===== config.mk =====
export PLATFORM = sky130hd
export DESIGN_NAME = nac_shape
export DESIGN_NICKNAME = d
export VERILOG_FILES = /design/src/rtl/nac_pkg.sv /design/src/rtl/nac_shape.sv
export SDC_FILE = /design/constraint.sdc
export NUM_CORES = 2
export LEC_CHECK = 0
export BUFFER_PORTS_ARGS = -buffer_cell sky130_fd_sc_hd__buf_2
export CAP_MARGIN = 20
export CELL_PAD_IN_SITES_DETAIL_PLACEMENT = 0
export CELL_PAD_IN_SITES_GLOBAL_PLACEMENT = 1
export CORE_ASPECT_RATIO = 1.5
export CORE_UTILIZATION = 44
export CTS_BUF_LIST = sky130_fd_sc_hd__clkbuf_2 sky130_fd_sc_hd__clkbuf_4 sky130_fd_sc_hd__clkbuf_8
export CTS_CLUSTER_DIAMETER = 150
export CTS_CLUSTER_SIZE = 10
export DETAILED_ROUTE_END_ITERATION = 8
export HOLD_SLACK_MARGIN = 0.05
export MAX_ROUTING_LAYER = met4
export PLACE_DENSITY = 0.77
export SYNTH_ARGS = -nofsm -noshare
export SYNTH_HDL_FRONTEND = slang
export SYNTH_SLANG_ARGS = --single-unit

===== constraint.sdc =====
create_clock -name clk_i -period 9 [get_ports clk_i]
set_input_delay 1.8 -clock clk_i [delete_from_list [all_inputs] [get_ports clk_i]]
set_output_delay 1.8 -clock clk_i [all_outputs]
set_load 0.02 [all_outputs]

===== src/rtl/nac_pkg.sv =====
// Shared types and constants of the N-dimensional index/offset converter.
// Depends on nothing; every other file refers to it by scoped names.
package nac_pkg;

  localparam int NUM_FIELD_DIMS = 4;
  localparam int COORD_W        = 16;
  localparam int LIN_W          = 64;
  localparam int STATUS_W       = 3;
  localparam int RANK_W         = 3;
  localparam int CFG_IDX_W      = 3;
  localparam int CFG_DATA_W     = 16;

  localparam logic [STATUS_W-1:0] ST_OK           = 3'd0;
  localparam logic [STATUS_W-1:0] ST_EMPTY_SHAPE  = 3'd1;
  localparam logic [STATUS_W-1:0] ST_RANK_ZERO    = 3'd2;
  localparam logic [STATUS_W-1:0] ST_RANK_MISMATCH= 3'd3;
  localparam logic [STATUS_W-1:0] ST_OUT_OF_BOUNDS= 3'd4;
  localparam logic [STATUS_W-1:0] ST_OFFSET_RANGE = 3'd5;

  localparam logic [CFG_IDX_W-1:0] CFG_RANK        = 3'd0;
  localparam logic [CFG_IDX_W-1:0] CFG_EXTENT_0    = 3'd1;
  localparam logic [CFG_IDX_W-1:0] CFG_EXTENT_LAST = 3'd4;

  localparam logic OP_TO_OFFSET = 1'b0;
  localparam logic OP_TO_INDEX  = 1'b1;

  typedef struct packed {
    logic                op;
    logic [RANK_W-1:0]   index_rank;
    logic [COORD_W-1:0]  coord_0;
    logic [COORD_W-1:0]  coord_1;
    logic [COORD_W-1:0]  coord_2;
    logic [COORD_W-1:0]  coord_3;
    logic [LIN_W-1:0]    linear_in;
  } in_item_t;

  typedef struct packed {
    logic [LIN_W-1:0]    linear_out;
    logic [COORD_W-1:0]  out_coord_0;
    logic [COORD_W-1:0]  out_coord_1;
    logic [COORD_W-1:0]  out_coord_2;
    logic [COORD_W-1:0]  out_coord_3;
    logic [STATUS_W-1:0] status;
  } out_item_t;

  // Work record carried down the pipeline. acc holds the running sum for
  // index to offset and the running remainder for offset to index.
  typedef struct packed {
    logic                                     op;
    logic [STATUS_W-1:0]                      status;
    logic [LIN_W-1:0]                         acc;
    logic [NUM_FIELD_DIMS-1:0][COORD_W-1:0]   coord;
  } stage_t;

endpackage


===== src/rtl/nac_shape.sv =====
// Shape registers and the stride/size sequencer of the converter.
// Depends on nac_pkg; each step uses two 32x32 multiplies, in states SEQ_LO and SEQ_HI.
module nac_shape #(
  parameter int MAX_RANK    = 4,
  parameter int EXTENT_BITS = 16
) (
  input  logic                                  clk_i,
  input  logic                                  rst_ni,
  input  logic                                  cfg_we_i,
  input  logic [nac_pkg::CFG_IDX_W-1:0]         cfg_idx_i,
  input  logic [nac_pkg::CFG_DATA_W-1:0]        cfg_data_i,
  output logic                                  busy_o,
  output logic [nac_pkg::RANK_W-1:0]            rank_o,
  output logic [EXTENT_BITS-1:0]                ext_o [nac_pkg::NUM_FIELD_DIMS],
  output logic [nac_pkg::LIN_W-1:0]             strides_o [MAX_RANK],
  output logic [nac_pkg::LIN_W-1:0]             size_o
);

  localparam int ARR = (MAX_RANK > nac_pkg::NUM_FIELD_DIMS) ? MAX_RANK
                                                            : nac_pkg::NUM_FIELD_DIMS;
  localparam int IW  = $clog2(ARR);

  localparam logic [1:0] SEQ_IDLE = 2'd0;
  localparam logic [1:0] SEQ_LO   = 2'd1;
  localparam logic [1:0] SEQ_HI   = 2'd2;

  logic [nac_pkg::RANK_W-1:0] rank_q;
  logic [EXTENT_BITS-1:0]     ext_q [nac_pkg::NUM_FIELD_DIMS];
  logic [EXTENT_BITS-1:0]     ext_full [ARR];
  logic [nac_pkg::LIN_W-1:0]  stride_q [ARR];
  logic [nac_pkg::LIN_W-1:0]  size_q;
  logic [nac_pkg::LIN_W-1:0]  cur_q;
  logic [nac_pkg::LIN_W-1:0]  plo_q;
  logic [IW-1:0]              i_q;
  logic [1:0]                 state_q;

  logic [nac_pkg::RANK_W-1:0] rank_nx;
  logic                       rank_ok;
  logic                       restart;
  logic [31:0]                ext32;
  logic [31:0]                phi;
  logic [nac_pkg::LIN_W-1:0]  prod;

  for (genvar d = 0; d < ARR; d++) begin : g_ext
    if (d < nac_pkg::NUM_FIELD_DIMS) begin : g_fld
      assign ext_full[d] = ext_q[d];
    end else begin : g_none
      assign ext_full[d] = '0;
    end
  end

  for (genvar d = 0; d < MAX_RANK; d++) begin : g_str
    assign strides_o[d] = stride_q[d];
  end

  assign rank_nx = (cfg_idx_i == nac_pkg::CFG_RANK) ? cfg_data_i[nac_pkg::RANK_W-1:0] : rank_q;
  assign rank_ok = (rank_nx != '0) && (32'(rank_nx) <= 32'(MAX_RANK));
  assign restart = cfg_we_i && (cfg_idx_i <= nac_pkg::CFG_EXTENT_LAST);

  assign ext32 = 32'(ext_full[i_q]);
  assign phi   = cur_q[63:32] * ext32;
  assign prod  = plo_q + {phi, 32'b0};

  always_ff @(posedge clk_i or negedge rst_ni) begin
    if (!rst_ni) begin
      rank_q  <= '0;
      ext_q   <= '{default: '0};
      stride_q <= '{default: '0};
      size_q  <= '0;
      state_q <= SEQ_IDLE;
      cur_q   <= '0;
      plo_q   <= '0;
      i_q     <= '0;
    end else if (restart) begin
      if (cfg_idx_i == nac_pkg::CFG_RANK) begin
        rank_q <= rank_nx;
      end else begin
        ext_q[2'(cfg_idx_i - nac_pkg::CFG_EXTENT_0)] <= EXTENT_BITS'(cfg_data_i);
      end
      // With a valid rank the innermost stride is one; outer ones are rebuilt, the rest are zero.
      for (int d = 0; d < ARR; d++) begin
        stride_q[d] <= (rank_ok && (d == int'(rank_nx) - 1)) ? 64'd1 : 64'd0;
      end
      size_q   <= '0;
      if (rank_ok) begin
        cur_q   <= 64'd1;
        i_q     <= IW'(rank_nx - 3'd1);
        state_q <= SEQ_LO;
      end else begin
        state_q <= SEQ_IDLE;
      end
    end else begin
      case (state_q)
        SEQ_LO: begin
          plo_q   <= {32'b0, cur_q[31:0]} * {32'b0, ext32};
          state_q <= SEQ_HI;
        end
        SEQ_HI: begin
          cur_q <= prod;
          if (i_q == '0) begin
            size_q  <= prod;
            state_q <= SEQ_IDLE;
          end else begin
            stride_q[i_q - 1'b1] <= prod;
            i_q     <= i_q - 1'b1;
            state_q <= SEQ_LO;
          end
        end
        default: state_q <= SEQ_IDLE;
      endcase
    end
  end

  assign busy_o = (state_q != SEQ_IDLE);
  assign rank_o = rank_q;
  assign ext_o  = ext_q;
  assign size_o = size_q;

endmodule


**Word level (Yosys, flattened, before mapping)**

Cells that the tools add are included.

- Bitwise logic cells: 5
- Multipliers: 2
- Multiplexer cells: 31
- Order comparisons: 7
- Add/subtract/negate cells: 5
- Reductions and logical operators: 22
- Eq/ne operators: 7

Operators by type and width:

| cell | count |
|---|---|
| $mux W256 | 3 |
| $mux W64 | 7 |
| $bwmux W256 | 1 |
| $demux W64 S2 | 1 |
| $add A64 B64 Y64 | 1 |
| $bwmux W64 | 1 |
| $mul A32 B16 Y48 | 1 |
| $mux W16 | 3 |
| $bmux W16 S2 | 1 |
| $demux W16 S2 | 1 |
| $logic_not A32 Y1 | 1 |
| $mul A32 B16 Y32 | 1 |
| $reduce_and A2 Y1 | 6 |
| $mux W2 | 5 |
| $ge A3 B3 Y1 const B | 3 |
| $not A2 Y3 | 3 |
| $eq A3 B4 Y1 const A | 2 |
| $logic_and A1 B1 Y1 | 8 |
| $le A3 B3 Y1 const B | 2 |
| $lt A3 B1 Y1 const B | 2 |
| $mux W1 | 6 |
| $reduce_bool A2 Y1 | 3 |
| $sub A2 B1 Y2 const B | 3 |
| $eq A2 B4 Y1 const A | 1 |
| 11 further kinds | 13 |

- Input bits: 22
- Register bits: 519

**Longest topological paths before layout**

- Depth after elaboration: 10
- Gate-level depth with buffers: 36
- Gate-level depth less buffers: 31

**Worst setup path before layout**

Ideal clock, no wire load.

- Path kind: flip-flop to flip-flop
- Start point: register i_q[0]
- End point: register size_q, in the netlist size_o[63]
- Data required time: 8.922 ns
- Stages on the path, launching flop included: 34
- Arrival time: 8.384 ns
- Setup time: 0.078 ns
- Slack: 0.538 ns
- Cells stage by stage: dfrtp_1 -> buf_2 -> buf_2 -> mux4_2 -> buf_2 -> clkbuf_1 -> and2_1 -> fa_1 -> fa_1 -> ha_1 -> inv_1 -> fa_1 -> inv_1 -> fa_1 -> fa_1 -> ha_1 -> or3_1 -> o31a_1 -> buf_6 -> a21o_1 -> a21oi_1 -> xnor2_1 -> ha_1 -> nand2_1 -> o21ai_0 -> o21ai_0 -> a21oi_1 -> or2_2 -> o311a_1 -> or4b_4 -> a2111oi_4 -> xnor2_1 -> nand2_1 -> a21oi_1

- Cells in the longest elaborated chain, start to end: 9
- Elaborated cells on any way between the ends: 12
- Those cells by class: 1 x add/sub; 1 x mul; 6 x mux; 1 x bitwise; 3 x reduce/logical

Ends and longest elaborated chain:

| element | RTL line | RTL |
|---|---|---|
| from (decl) | nac_shape.sv:34 | `logic [IW-1:0] i_q;` |
| from (signal assigned) | nac_shape.sv:87 | `i_q <= IW'(rank_nx - 3'd1);` |
| from (signal assigned) | nac_shape.sv:105 | `i_q <= i_q - 1'b1;` |
| $not A2 Y3 (not written as such) | nac_shape.sv:60 | `assign ext32 = 32'(ext_full[i_q]);` |
| $bmux W16 S2 | nac_shape.sv:60 |  |
| $mux W16 (not written as such) (2 in series) | nac_shape.sv:60 |  |
| $mul A32 B16 Y32 | nac_shape.sv:61 | `assign phi = cur_q[63:32] * ext32;` |
| $add A64 B64 Y64 | nac_shape.sv:62 | `assign prod = plo_q + {phi, 32'b0};` |
| $mux W64 | nac_shape.sv:100 | `if (i_q == '0) begin` |
| $mux W64 | nac_shape.sv:93 | `case (state_q)` |
| $mux W64 | nac_shape.sv:74 | `end else if (restart) begin` |
| to (signal assigned) | nac_shape.sv:101 | `size_q <= prod;` |
| to (decl) | nac_shape.sv:31 | `logic [nac_pkg::LIN_W-1:0] size_q;` |

Parallel ways exist; a longest one is shown, timed or not. The select of a mux whose other input is x is not followed.
A chain may end at the register's enable or synchronous reset.

**Final worst setup path**

- Start point: register i_q[0]
- End point: register stride_q, in the netlist strides_o[242]

- Cells in the longest elaborated chain, start to end: 10
- Elaborated cells on any way between the ends: 20
- Those cells by class: 2 x add/sub; 1 x mul; 2 x order compare; 1 x eq/ne; 9 x mux; 2 x bitwise; 3 x reduce/logical

Ends and longest elaborated chain:

| element | RTL line | RTL |
|---|---|---|
| $not A2 Y3 (not written as such) or $sub A2 B1 Y2 (tied branches) | nac_shape.sv:60, nac_shape.sv:104 |  |
| $bmux W16 S2 or $not A2 Y3 (tied branches) | nac_shape.sv:60, nac_shape.sv:104 |  |
| $mux W16 (not written as such) (tied with other cells) | nac_shape.sv:60 |  |
| $mux W16 (not written as such) or $logic_and A1 B1 Y1 (tied branches) | nac_shape.sv:60, nac_shape.sv:104 |  |
| $mul A32 B16 Y32 or $mux W64 (tied branches) | nac_shape.sv:61, nac_shape.sv:104 |  |
| $add A64 B64 Y64 or $demux W64 S2 (tied branches) | nac_shape.sv:62, nac_shape.sv:104 |  |
| $bwmux W256 | nac_shape.sv:104 | `stride_q[i_q - 1'b1] <= prod;` |
| $mux W256 | nac_shape.sv:100 |  |
| $mux W256 | nac_shape.sv:93 |  |
| $mux W256 | nac_shape.sv:74 |  |
| to (signal, indexed assignment) | nac_shape.sv:82 | `stride_q[d] <= (rank_ok && (d == int'(rank_nx) - 1)) ? 64'd1 : 64'd0;` |
| to (signal, indexed assignment) | nac_shape.sv:104 |  |
| to (decl) | nac_shape.sv:30 | `logic [nac_pkg::LIN_W-1:0] stride_q [ARR];` |

Parallel ways exist; a longest one is shown, timed or not. The select of a mux whose other input is x is not followed.

==> results.md <==
- Outcome: finished clean
- Worst Tran Pin Value: 1.21 ns
- Max H-tree Level: 2
- Synthesized flop and latch total: 503
- Post-synth net total: 6084
- Fin crit share: 96.8%
- Synth Area in XOR/XNOR: 2.24%
- Clk slew on worst S/H paths: 0.08 ns
- Internal reg-to-reg setup slack: 0.29 ns
- Post-synthesis cell type count: 74
- Min-Delay Path Class: flip-flop to flip-flop
- Setup crit start kind: flip-flop
- # port buffers: 409
- First-pass GRT wire length: 232000 um
- Root Driver: clkbuf_8
- Main combinational cell family by area after synthesis: adder cells
- Chip Height: 406 um
- Mapped Cells: 5128
- RSZ-0062 raised after global routing: no
- Layout cell share with drive strength beyond 1: 13.0%
- Vias per cell: 5.41
- Synth Area in Simple Gates: 16.1%
- Routed Wire Length: 149000 um
- CTS Sinks: 503
- Top_reg_cell synth: dfrtp_1
- Clock insertion delay at the later pin of the skew report: 0.71 ns
- EDFF count, synth: 0
- Post-Synth Adder-Cell Area: 35.8%
- Crit path arrival time: 9.31 ns
- Final Hold Vio Count: 0
- Fmax: 115 MHz
- Setup Skew: 0.0551 ns
- Worst setup EP type: flip-flop
- Minimum clock period: 8.71 ns
- Global route overflow: 0
- Compound-Gate Fraction of Synth Area: 8.61%
- # rows: 147
- Setup_tns: 0 ns
- Synth-to-Final Area Change: 9.48%
- Die X: 271 um
- RePlAce Congestion: 0.926
- Num CTS Buffers: 56
- CTS tree: built
- Fraction of registers with async set/reset: 100%
- Multiplexer share of the synthesized area: 2.58%
- Routed length per instance: 21.8 um
- Final setup violation count: 0
- Vias in the first global route: 39300
- Initial antenna violation count: 4
- Final ANT Viol Nets: 0
- DR vias: 36900
- Largest net degree at the start of global routing: 153
- Crit-path max FO: 19
- Tot GR Track Use: 28.2%
- HPWL Detailed: 114000 um
- CP dominant cell by count: fa_1
- Clock buffer depth: 3
- Fillers: 10300
- Core Box Area: 107000 sq um
- CP max-delay cell: mux4_2
- Fin nets: 6356
- DR iter-0 viols: 2325
- Starting Density: 44.5%
- Synthesis Warnings: 0
- Die area: 110000 sq um
- Critical Path RT: 9.60 ns
- # DRC: 0
- Drt first pass iters: 7
- # Max-Cap Violations: 0
- I/O pins: 410
- CP max stage delay: 0.66 ns
- Critical path class: flip-flop to flip-flop
- Seq/Total Area, Yosys: 26.3%
- Mapped Avg Cell Area: 9.32 sq um
- Post-Syn Area: 47800 sq um
- Worst slew margin: 18.6%
- Final Max Slew Viols: 0
==> placed cells by master, fill, tap and decap left out, drive strengths merged, types with 5 or more instances in the layout <==
cell    netlist  final
a211oi       10     10
a21o         44     44
a21oi       266    266
a22o         91     91
a31oi         6      6
and2        299    299
and3         11     11
and4          6      6
buf          23    519
clkbuf      282     56
dfrtp       503    503
fa          723    723
ha          211    211
inv         742    745
mux2         72     72
mux2i         6      6
mux4         16     16
nand2      1233   1233
nand2b        8      8
nand3        47     47
nand4        12     12
nor2         91     91
nor2b        15     15
nor3         18     18
nor3b         6      6
o211ai        8      8
o21a         16     16
o21ai       153    153
o21bai        9      9
o31ai        14     14
or2           5      5
xnor2        83     83
xor2         39     39
==> critical path, delay by kind of cell (launching register included) <==
kind	cells	cell delay (ns)
AND/OR/NAND/NOR	3	0.58
flip-flops	1	0.46
XOR/XNOR	2	0.70
multiplexers	1	0.66
adder cells (fa/ha/maj)	8	3.60
AO/OA/AOI/OAI	5	1.61
buffers and inverters	7	0.97
==> cells by family after synthesis <==
kind of cell / count (synthesis)
xor+xnor: 122
compound gates: 661
mux: 94
fa+ha+maj: 934
flops: 503
simple gates: 1766
buf+inv: 1048
==> cell usage after synthesis (4+ instances only) <==
cell / instances / area [sq um]
nand4_1: 12 / 75.1
xor2_1: 39 / 342
ha_1: 211 / 2640
o21ai_1: 6 / 30.0
buf_2: 4 / 20.0
and2_1: 299 / 1870
nor3b_1: 5 / 37.5
nor2_1: 91 / 342
nor3_1: 18 / 90.1
o21ai_0: 147 / 736
and3_1: 11 / 68.8
or2_2: 4 / 25.0
mux2_2: 72 / 811
a211oi_1: 10 / 75.1
o21a_1: 16 / 120
nand3_1: 47 / 235
fa_1: 723 / 14500
and4_1: 6 / 52.6
clkbuf_1: 281 / 1050
a31oi_1: 6 / 37.5
xnor2_1: 83 / 727
a211o_1: 4 / 35.0
a21boi_0: 4 / 30.0
inv_1: 742 / 2790
o21bai_1: 9 / 67.6
dfrtp_1: 503 / 12600
nor2b_1: 14 / 87.6
mux2i_1: 6 / 60.1
or3_1: 4 / 25.0
mux4_2: 16 / 360
o31ai_1: 14 / 105
a21oi_1: 266 / 1330
nand2b_1: 8 / 50.1
a21o_1: 44 / 330
a311o_1: 4 / 40.0
buf_1: 18 / 67.6
nand2_1: 1233 / 4630
a22o_1: 91 / 797
o211ai_1: 7 / 52.6
==> flip-flops by register name, indices dropped and copies added (netlist names) <==
name / flops
strides_o: 256
i_q: 2
rank_o: 3
size_o: 64
plo_q: 48
cur_q: 64
state_q: 2
ext_o: 64
==> layout make-up <==
class	instances	area (sq um)	area share [%]
flip-flops and latches	503	12600	24.1
inverters	743	2790	5.33
clock inverters	4	61.3	0.117
clock buffers	56	771	1.47
multi-input cells	3577	31400	60.0
diodes	3	7.51	0.0144
repair buffers	519	2960	5.66
well taps	1415	1770	3.38
==> worst paths after layout <==
| path | startpoint | end | cells after the start |
|---|---|---|---|
| max in group asynchronous | rst_ni | size_o[37]$_DFFE_PN0P_ | 2 |
| worst min register to register | strides_o[179]$_DFFE_PN0P_ | strides_o[179]$_DFFE_PN0P_ | 2 |
| worst min-delay path | strides_o[179]$_DFFE_PN0P_ | strides_o[179]$_DFFE_PN0P_ | 2 |
| min in group asynchronous | rst_ni | strides_o[173]$_DFFE_PN0P_ | 1 |
| worst max register to register | i_q[0]$_DFFE_PN0P_ | strides_o[242]$_DFFE_PN0P_ | 26 |
| worst max-delay path | i_q[0]$_DFFE_PN0P_ | strides_o[242]$_DFFE_PN0P_ | 26 |
==> layer usage <==
layer	vias up	global-route usage (%)	routed length (um)
li1	16300	-	-
met1	19100	34.0	57900
met5	-	-	0
met3	278	3.92	8800
met2	1212	48.1	76300
met4	0	10.2	5560
==> what timing repair did <==
action,in CTS,in global routing
buffers inserted,0,10
hold buffers,0,0
endpoints found under the setup margin,0,36
gates resized for setup,0,12
==> metrics by stage <==
step	setup WS (ns)	util (%)	hold slack, ns	cell area, sq um	std cells
after global placement	0.296	47.8	0.458	51300	6746
after global routing	0.00643	48.7	0.490	52300	6820
after detailed placement	0.232	47.8	0.463	51300	6747
after floorplan	0.538	-	0.439	47800	5128
after CTS	0.162	48.6	0.479	52200	6807
final	0.288	48.7	0.474	52300	6820
Power is left out: the tool's default activity adds up to more than one toggle a clock period on the data nets, which glitch-free logic cannot reach.
